==> src/rtl/cpu_busy_percent_from_counters_unit_macros.svh <==
// Assertion macros for the CPU busy share unit.
// Included by the RTL files that carry concurrent assertions; needs aclk and aresetn in scope.
`ifndef CPU_BUSY_PERCENT_FROM_COUNTERS_UNIT_MACROS_SVH
`define CPU_BUSY_PERCENT_FROM_COUNTERS_UNIT_MACROS_SVH

`ifndef ASSERT_OFF
// Same-cycle implication.
`define CBPC_ASSERT_IMP(lbl, ante, cons) \
    lbl: assert property (@(posedge aclk) disable iff (!aresetn) (ante) |-> (cons)) \
        else $error("cbpc assertion failed");
// Next-cycle implication.
`define CBPC_ASSERT_NXT(lbl, ante, cons) \
    lbl: assert property (@(posedge aclk) disable iff (!aresetn) (ante) |=> (cons)) \
        else $error("cbpc assertion failed");
`else
`define CBPC_ASSERT_IMP(lbl, ante, cons)
`define CBPC_ASSERT_NXT(lbl, ante, cons)
`endif

`endif

==> src/rtl/cbpc_pkg.sv <==
// Shared types and constants for the CPU busy share unit.
// No dependencies; imported by cbpc_alu and the top level.
package cbpc_pkg;

    localparam int TICK_W    = 64;
    localparam int NUM_TICKS = 8;
    localparam int ENTRY_W   = 6;
    localparam int BUSY_W    = 15;
    localparam int BUSY_MAX  = 25600;
    localparam int ALU_W     = 80;

    // 25600 = 2^14 + 2^13 + 2^10
    localparam int SHIFT_A   = 14;
    localparam int SHIFT_B   = 13;
    localparam int SHIFT_C   = 10;

    localparam int CNT_W     = 4;
    localparam int SUM_CNT_W = 3;

    localparam int S_TDATA_W = TICK_W * NUM_TICKS;
    localparam int S_TUSER_W = ENTRY_W;
    localparam int M_TDATA_W = 16;
    localparam int M_TUSER_W = ENTRY_W + 1;

    // Input field order inside s_tdata, lowest first.
    localparam int F_IDLE    = 6;
    localparam int F_IOWAIT  = 7;

    typedef struct packed {
        logic             sub;
        logic [ALU_W-1:0] a;
        logic [ALU_W-1:0] b;
    } alu_req_t;

    typedef struct packed {
        logic [ALU_W-1:0] result;
        logic             borrow;
    } alu_rsp_t;

    typedef struct packed {
        logic              primed;
        logic [TICK_W-1:0] total;
        logic [TICK_W-1:0] idle;
    } slot_t;

endpackage

==> src/rtl/cbpc_alu.sv <==
// Shared add/subtract unit with borrow flag.
// Depends on cbpc_pkg for the request and response types.
module cbpc_alu
    import cbpc_pkg::*;
(
    input  alu_req_t req,
    output alu_rsp_t rsp
);

    logic [ALU_W:0]   sum;
    logic [ALU_W-1:0] b_op;

    assign b_op = req.sub ? ~req.b : req.b;
    assign sum  = {1'b0, req.a} + {1'b0, b_op} + {{ALU_W{1'b0}}, req.sub};

    assign rsp.result = sum[ALU_W-1:0];
    assign rsp.borrow = req.sub & ~sum[ALU_W];

endmodule

==> config.mk <==
export PLATFORM = sky130hd
export DESIGN_NAME = cbpc_alu
export DESIGN_NICKNAME = d
export VERILOG_FILES = /design/src/rtl/cpu_busy_percent_from_counters_unit_macros.svh /design/src/rtl/cbpc_pkg.sv /design/src/rtl/cbpc_alu.sv
export SDC_FILE = /design/constraint.sdc
export NUM_CORES = 1
export LEC_CHECK = 0
export ABC_AREA = 1
export BUFFER_PORTS_ARGS = -buffer_cell sky130_fd_sc_hd__clkbuf_2
export CAP_MARGIN = 5
export CORE_MARGIN = 1.5
export CORE_UTILIZATION = 51
export DETAILED_ROUTE_END_ITERATION = 10
export PLACE_DENSITY = 0.79
export SLEW_MARGIN = 20
export SYNTH_ARGS = -nofsm -noshare
export SYNTH_HDL_FRONTEND = slang
export SYNTH_SLANG_ARGS = --single-unit
==> constraint.sdc <==
create_clock -name vclk -period 2.9
set_input_delay 0.435 -clock vclk [all_inputs]
set_output_delay 0.435 -clock vclk [all_outputs]
set_load 0.02 [all_outputs]
==> results of run 1 <==
## kinds of logic after synthesis
logic type,Yosys count
xor gates and xnor gates,125
and+or+nand+nor,991
adders and majority gates,84
buffers and inverters,386
AOI/OAI and AO/OA,113
## metrics by stage
stage / util / cells
after global placement: 0.723 / 2353
after CTS: 0.862 / 2405
after floorplan: - / 1699
after detailed placement: 0.723 / 2353
## timing repair
item,in CTS
resized for setup,476
hold buffers,0
setup buffers,48
gates cloned,4
pin swaps,166
setup endpoints to repair,72
==> metrics.md, run 1 <==
| Metric | Value |
|---|---|
| Site row count | `46` |
| Largest net degree at the start of global routing | `14` |
| Die height | `131 um` |
| Synth top area cells | `nand2_1, inv_1, ha_1` |
| GRT worst endpoint | `rsp[60]` |
| Post-place instance area | `approximately 12000 um^2` |
| Synth Instances | `1699` |
| Synth area leader | `nand2_1` |
| Run Error | `[ERROR DPL-0038] Utilization greater than 100%, impossible to legalize` |
| Die W | `131 um` |
| Syn nets | `between 1500 and 2000` |
| XOR/XNOR Fraction of Synth Area | `0.131` |
| Initial Utilization | `0.525` |
| Compound-gate portion of the synthesized area | `0.0736` |
| DP Worst Slack | `-411 ps` |
| Top cells by count, synth | `nand2_1, inv_1, nor2_1` |
| RePlAce Congestion | `1.10` |
| Post-synthesis sequential area ratio | `0` |
| Worst-path endpoint category | `top-level output` |
| Most common cell in the netlist | `nand2_1` |
| Synth Area in Adders | `0.126` |
| Largest family of logic cells by synthesized area | `simple AND/OR/NAND/NOR gates` |
| Post-Synth Simple-Gate Area | `0.495` |
| Yosys Warn Count | `0` |
| Post-Syn Area | `8370 um^2` |
| Status | `stopped before the end` |
| Library cells used by synthesis | `30` |
| Mux contribution to synthesized area | `0` |
| Share of the synthesized area in the top cell type | `0.304` |
| Number of I/O pins | `approximately 240` |
| Avg Cell Area, Syn | `4.93 um^2` |
| Post-detail-place hpwl | `about 32000 um` |
| IO Port Bufs | `242` |
| Failed at | `5_1_grt` |
==> run 2: changes to the inputs <==
--- a/config.mk
+++ b/config.mk
@@ -9,9 +9,9 @@
 export BUFFER_PORTS_ARGS = -buffer_cell sky130_fd_sc_hd__clkbuf_2
 export CAP_MARGIN = 5
 export CORE_MARGIN = 1.5
-export CORE_UTILIZATION = 51
+export CORE_UTILIZATION = 40
 export DETAILED_ROUTE_END_ITERATION = 10
-export PLACE_DENSITY = 0.79
+export PLACE_DENSITY_LB_ADDON = 0.15
 export SLEW_MARGIN = 20
 export SYNTH_ARGS = -nofsm -noshare
 export SYNTH_HDL_FRONTEND = slang
==> constraint.sdc (replaced) <==
create_clock -name vclk -period 3.8
set_input_delay 0.57 -clock vclk [all_inputs]
set_output_delay 0.57 -clock vclk [all_outputs]
set_load 0.02 [all_outputs]
==> run 2 against run 1 <==
The flow now finishes without violations. Synthesized cell count unchanged. Area after synthesis unchanged.
==> metrics.md, run 2 <==
| Metric | Value |
|---|---|
| Core Footprint | `20400 um^2` |
| Number of I/O pins | `242 (unchanged)` |
| Sw Ratio | `0.676` |
| CP required | `~3200 ps` |
| Vias per cell | `4.83` |
| CP Capture Type | `primary output` |
| P_sw | `roughly 1900 uW` |
| DRT iter0 DRCs | `766` |
| Status | `completed (was stopped before the end)` |
| P per Cell Area | `around 270 nW/um^2` |
| Multi-input gate area | `around 7000 um^2` |
| Vias in the first global route | `9883` |
| RSZ-0062 raised after global routing | `true` |
| Die W | `148 um (was 131 um)` |
| Total track usage | `0.316` |
| Period Utilization, post-route | `0.966` |
| Top cells by count, synth | `nand2_1, inv_1, nor2_1 (unchanged)` |
| RePlAce Congestion | `1.01 (was 1.10)` |
| Hold WC Path Type | `input pin to primary output` |
| # clk buffers | `0` |
| Post-Syn Area | `8370 um^2 (unchanged)` |
| Post-synthesis sequential area ratio | `0 (unchanged)` |
| Synth Instances | `1699 (unchanged)` |
| Fin cells | `about 2200` |
| Global route total overflow | `0` |
| Ant. Diodes | `0` |
| Die height | `148 um (was 131 um)` |
| Slew Limit Fails | `0` |
| Remaining DRCs | `0` |
| Full die area | `~22000 um^2` |
| Inst Count DP | `2238 (was 2353)` |
| Nets | `between 2000 and 2500` |
| Syn nets | `1944 (unchanged)` |
| Crit path DAT | `3100 ps` |
| Initial antenna violation count | `0` |
| WL final | `around 35000 um` |
| First-pass GRT wire length | `approximately 53000 um` |
| Yosys Warn Count | `0 (unchanged)` |
| Post-detail-place hpwl | `32400 um (was 32000 um)` |
| Area growth, synth to finish | `21.8%` |
| Post-CTS resize count | `0 (was 476)` |
| ANT nets after route | `0` |
| Share of the synthesized area in the top cell type | `0.304 (unchanged)` |
| # Post-CTS Setup Buffers | `0 (was 48)` |
| Seq cells | `0` |
| Clock power share | `0` |
| CP Cell Sequence | `buf_4 -> buf_4 -> xor2_1 -> ha_1 -> nand2_1 -> nand2_2 -> inv_1 -> nand2_1 -> buf_4 -> nand4_1 -> nand3_1 -> nand2_1 -> nand2_2 -> xor2_2 -> clkbuf_2` |
| Library cells used by synthesis | `30 (unchanged)` |
| Synth top area cells | `nand2_1, inv_1, ha_1 (unchanged)` |
| Pre-Repair DR Iteration Count | `5` |
| Worst stage delay on the critical path | `roughly 360 ps` |
| Max IR drop VDD | `0.160 mV` |
| Hold_ws | `between 1000 and 1500 ps` |
| Reg power frac | `0` |
| Avg Cell Area, Syn | `4.93 um^2 (unchanged)` |
| Cts hold-fix bufs | `0 (unchanged)` |
| Most common cell in the netlist | `nand2_1 (unchanged)` |
| Slew margin rel. | `0.659` |
| Cell Int Power | `891 uW` |
| Actual slew at the worst max-slew pin | `between 500 and 600 ps` |
| Fillers | `2417` |
| Synth area leader | `nand2_1 (unchanged)` |
| Via count | `~11000` |
| CP max FO | `9` |
| CP bufs+invs | `5` |
| Max-cap violations | `0` |
| Commonest non-fill, non-tap cell in the layout | `nand2_1` |
| CP Class | `input pin to primary output` |
| CP max-delay cell | `ha_1` |
| Routed len/inst | `roughly 16 um` |
| Gate power share | `1.000` |
| Largest net degree at the start of global routing | `39` |
| Crit-path leading delay family | `simple AND/OR/NAND/NOR gates` |
| Ratio of cells with drive above 1 in the final layout | `0.202` |
| Seq. cell area | `0 um^2` |
| # setup viols final | `0` |
| Fin. Hold Viols | `0` |
| Site row count | `52 (was 46)` |
| IO Port Bufs | `242 (unchanged)` |
| Fmax | `around 0.27 GHz` |
| Most frequent cells in the layout | `nand2_1, inv_1, clkbuf_2, nor2_1, xor2_1` |
| Initial Utilization | `0.411 (was 0.525)` |
| Setup crit start kind | `input pin` |
| Min Tclk post-route | `about 3700 ps` |
| Leak | `0.00647 uW` |
run 2: cell counts after synthesis:
No cell type changed its count.
run 2: kinds of logic (layout without fill, tap and decap cells):
| family | count (synthesis) | count (layout) | synth area share |
|---|---|---|---|
| buffers and inverters | 386 | 655 | 0.174 |
| XOR/XNOR | 125 | 125 | 0.131 |
| adder cells (fa/ha/maj) | 84 | 84 | 0.126 |
| AO/OA/AOI/OAI | 113 | 113 | 0.0736 |
| AND/OR/NAND/NOR | 991 | 991 | 0.495 |
run 2: layer usage:
metal | share of wire | track usage | vias to the layer above
met5 | 0 | 0 | -
met4 | 0.0098 | 0.0240 | 0
met3 | 0.081 | 0.0448 | 22
met2 | 0.40 | 0.475 | 375
met1 | 0.51 | 0.489 | 4842
li1 | - | - | 5581
run 2: final cells by class:
type / count / area share
multi-input combinational: 1313 / 0.681
timing repair buffer: 278 / 0.147
inverter: 377 / 0.139
tap: 270 / 0.0331
run 2: power by group through the flow:
stage / combinational (uW) / sequential, uW / clock [uW]
6_report: 2750 / 0 / 0
5_1_grt: 2990 / 0 / 0
4_1_cts: 2700 / 0 / 0
3_5_place_dp: 2690 / 0 / 0
3_3_place_gp: 2690 / 0 / 0
2_1_floorplan: 1750 / 0 / 0
run 2: worst paths after layout:
kind,startpoint,endpoint,slack (ps),cells after the start
setup / recovery,req[160],rsp[37],130,15
hold / removal,req[80],rsp[1],1480,4
run 2: through the flow:
step	setup TNS (ps)	instance area [um^2]	util	setup WS (ps)	total power, uW
after floorplan	0	8370	-	474	1750
final	0	10200	0.500	130	2750
after CTS	0	10200	0.499	82.7	2700
after detailed placement	0	10200	0.499	94.8	2690
after global placement	0	10200	0.499	87.2	2690
after global routing	-0.980	10200	0.500	-0.980	2990
Power figures use the tool's default switching activity.
==> run 3: changes to the inputs <==
--- a/config.mk
+++ b/config.mk
@@ -11,7 +11,7 @@
 export CORE_MARGIN = 1.5
 export CORE_UTILIZATION = 40
 export DETAILED_ROUTE_END_ITERATION = 10
-export PLACE_DENSITY_LB_ADDON = 0.15
+export PLACE_DENSITY_LB_ADDON = 0.1
 export SLEW_MARGIN = 20
 export SYNTH_ARGS = -nofsm -noshare
 export SYNTH_HDL_FRONTEND = slang
==> run 3 against run 2 <==
Worst setup slack about the same. Global-route usage is 1.2 points lower. Critical path depth down 3. Via count shrank 2.0%. Count of clock-buffer cells in the layout unchanged. Die area is the same. Final cell count shrank 0.98%. Sequential share of layout area unchanged. Core utilization fell by 0.68 points. Design area fell by 1.4%. Critical path type unchanged. Critical endpoint is now rsp[47]. Largest power group unchanged.
==> metrics.md, run 3 (same netlist as run 2, synthesis figures left out) <==
| Metric | Value |
|---|---|
| CP max FO | `21 (was 9)` |
| Commonest non-fill, non-tap cell in the layout | `nand2_1 (unchanged)` |
| Nets | `2193 (was 2215)` |
| Hold WC Path Type | `input pin to primary output (unchanged)` |
| Reg power frac | `0 (about the same)` |
| Fillers | `2413 (was 2417)` |
| CP Class | `input pin to primary output (unchanged)` |
| Final core utilization | `0.494 (was 0.500)` |
| Cts hold-fix bufs | `0 (unchanged)` |
| # clk buffers | `0 (unchanged)` |
| Initial Utilization | `0.411 (unchanged)` |
| Via count | `10600 (was 10800)` |
| Actual slew at the worst max-slew pin | `465 ps (was 506 ps)` |
| Die height | `148 um (unchanged)` |
| Final Power | `2690 uW (was 2750 uW)` |
| Fmax | `0.273 GHz (about the same)` |
| First-pass GRT wire length | `51000 um (was 53100 um)` |
| Max-cap violations | `0 (unchanged)` |
| Hold_ws | `1470 ps (was 1480 ps)` |
| Slew margin rel. | `0.686 (was 0.659)` |
| CP Capture Type | `primary output (unchanged)` |
| Fin cells | `2216 (was 2238)` |
| Seq. cell area | `0 um^2 (unchanged)` |
| Routed len/inst | `15.4 um (was 15.8 um)` |
| Most frequent cells in the layout | `nand2_1, inv_1, clkbuf_2, nor2_1, xor2_1 (unchanged)` |
| Cell Int Power | `869 uW (was 891 uW)` |
| Max IR drop VDD | `0.179 mV (was 0.160 mV)` |
| Vias per cell | `4.78 (was 4.83)` |
| P per Cell Area | `267 nW/um^2 (was 270 nW/um^2)` |
| Vias in the first global route | `9672 (was 9883)` |
| Post-detail-place hpwl | `31500 um (was 32400 um)` |
| Largest net degree at the start of global routing | `43 (was 39)` |
| Pre-Repair DR Iteration Count | `5 (unchanged)` |
| Status | `completed (unchanged)` |
| Fin. Hold Viols | `0 (unchanged)` |
| WL final | `34200 um (was 35400 um)` |
| Site row count | `52 (unchanged)` |
| Total track usage | `0.304 (was 0.316)` |
| Gate power share | `1.000 (about the same)` |
| Seq cells | `0 (unchanged)` |
| Global route total overflow | `0 (unchanged)` |
| # Post-CTS Setup Buffers | `0 (unchanged)` |
| P_sw | `1820 uW (was 1860 uW)` |
| DRT iter0 DRCs | `810 (was 766)` |
| Number of I/O pins | `242 (unchanged)` |
| Period Utilization, post-route | `0.966 (about the same)` |
| Initial antenna violation count | `0 (unchanged)` |
| Crit path DAT | `3100 ps (about the same)` |
| Remaining DRCs | `0 (unchanged)` |
| Sw Ratio | `0.677 (was 0.676)` |
| Ant. Diodes | `0 (unchanged)` |
| Setup crit start kind | `input pin (unchanged)` |
| Ratio of cells with drive above 1 in the final layout | `0.192 (was 0.202)` |
| Min Tclk post-route | `3670 ps (about the same)` |
| RSZ-0062 raised after global routing | `false (was true)` |
| Slew Limit Fails | `0 (unchanged)` |
| RePlAce Congestion | `1.04 (was 1.01)` |
| Full die area | `21800 um^2 (unchanged)` |
| # setup viols final | `0 (unchanged)` |
| Die W | `148 um (unchanged)` |
| Leak | `0.00638 uW (was 0.00647 uW)` |
| Final setup TNS | `0 ps (unchanged)` |
| Core Footprint | `20400 um^2 (unchanged)` |
| ANT nets after route | `0 (unchanged)` |
| Inst Count DP | `2215 (was 2238)` |
| IO Port Bufs | `242 (unchanged)` |
| Clock power share | `0 (about the same)` |
| CP required | `3230 ps (about the same)` |
| Area growth, synth to finish | `20.1% (was 21.8%)` |
run 3: cell types whose count changed in the layout (fill, tap and decap cells not counted), sizes merged:
cell    before  now
buf         37   14
clkbuf     241  242
run 3: metrics by stage:
| step | setup WS (ps) | instance area (um^2) |
|---|---|---|
| after global placement | 48.6 | 10000 |
| after detailed placement | 87.8 | 10000 |
| after global routing | 21.9 | 10100 |
| after CTS | 80.6 | 10000 |
| after floorplan | 474 | 8370 |
| final | 131 | 10100 |
run 3: layer usage:
layer,vias up,track usage,wire (um)
met5,-,0,0
met4,0,0.0420,511
met3,24,0.0284,2600
met2,368,0.454,13800
met1,4664,0.473,17300
li1,5546,-,-
run 3: final cells by class:
cell class,instances,area [um^2],share of cell area
timing repair buffer,256,1370,0.137
multi-input combinational,1313,6930,0.689
inverter,377,1420,0.141
tap,270,338,0.0336
run 3: path summary, 6_finish.rpt:
check | start | slack [ps] | to | cells past startpoint
setup / recovery | req[160] | 130 | rsp[47] | 12
hold / removal | req[80] | 1470 | rsp[1] | 4
run 3: power by group through the flow:
stage,registers [uW],clock network (uW),logic (uW)
final,0,0,2690
after global routing,0,0,2940
after CTS,0,0,2650
after detailed placement,0,0,2640
after global placement,0,0,2630
after floorplan,0,0,1750
run 3: timing repair:
action	in CTS	in global routing
resized for setup	0	8
hold endpoints to repair	0	0
setup endpoints to repair	0	26
run 3: worst max-delay path: stages:
cell,delay [ps]
buf_6,180
buf_16,220
xor2_1,190
ha_1,360
nand2_1,150
inv_1,80
a21oi_1,260
nand2_1,160
a21oi_1,190
nand3_2,200
xor2_1,280
clkbuf_2,230
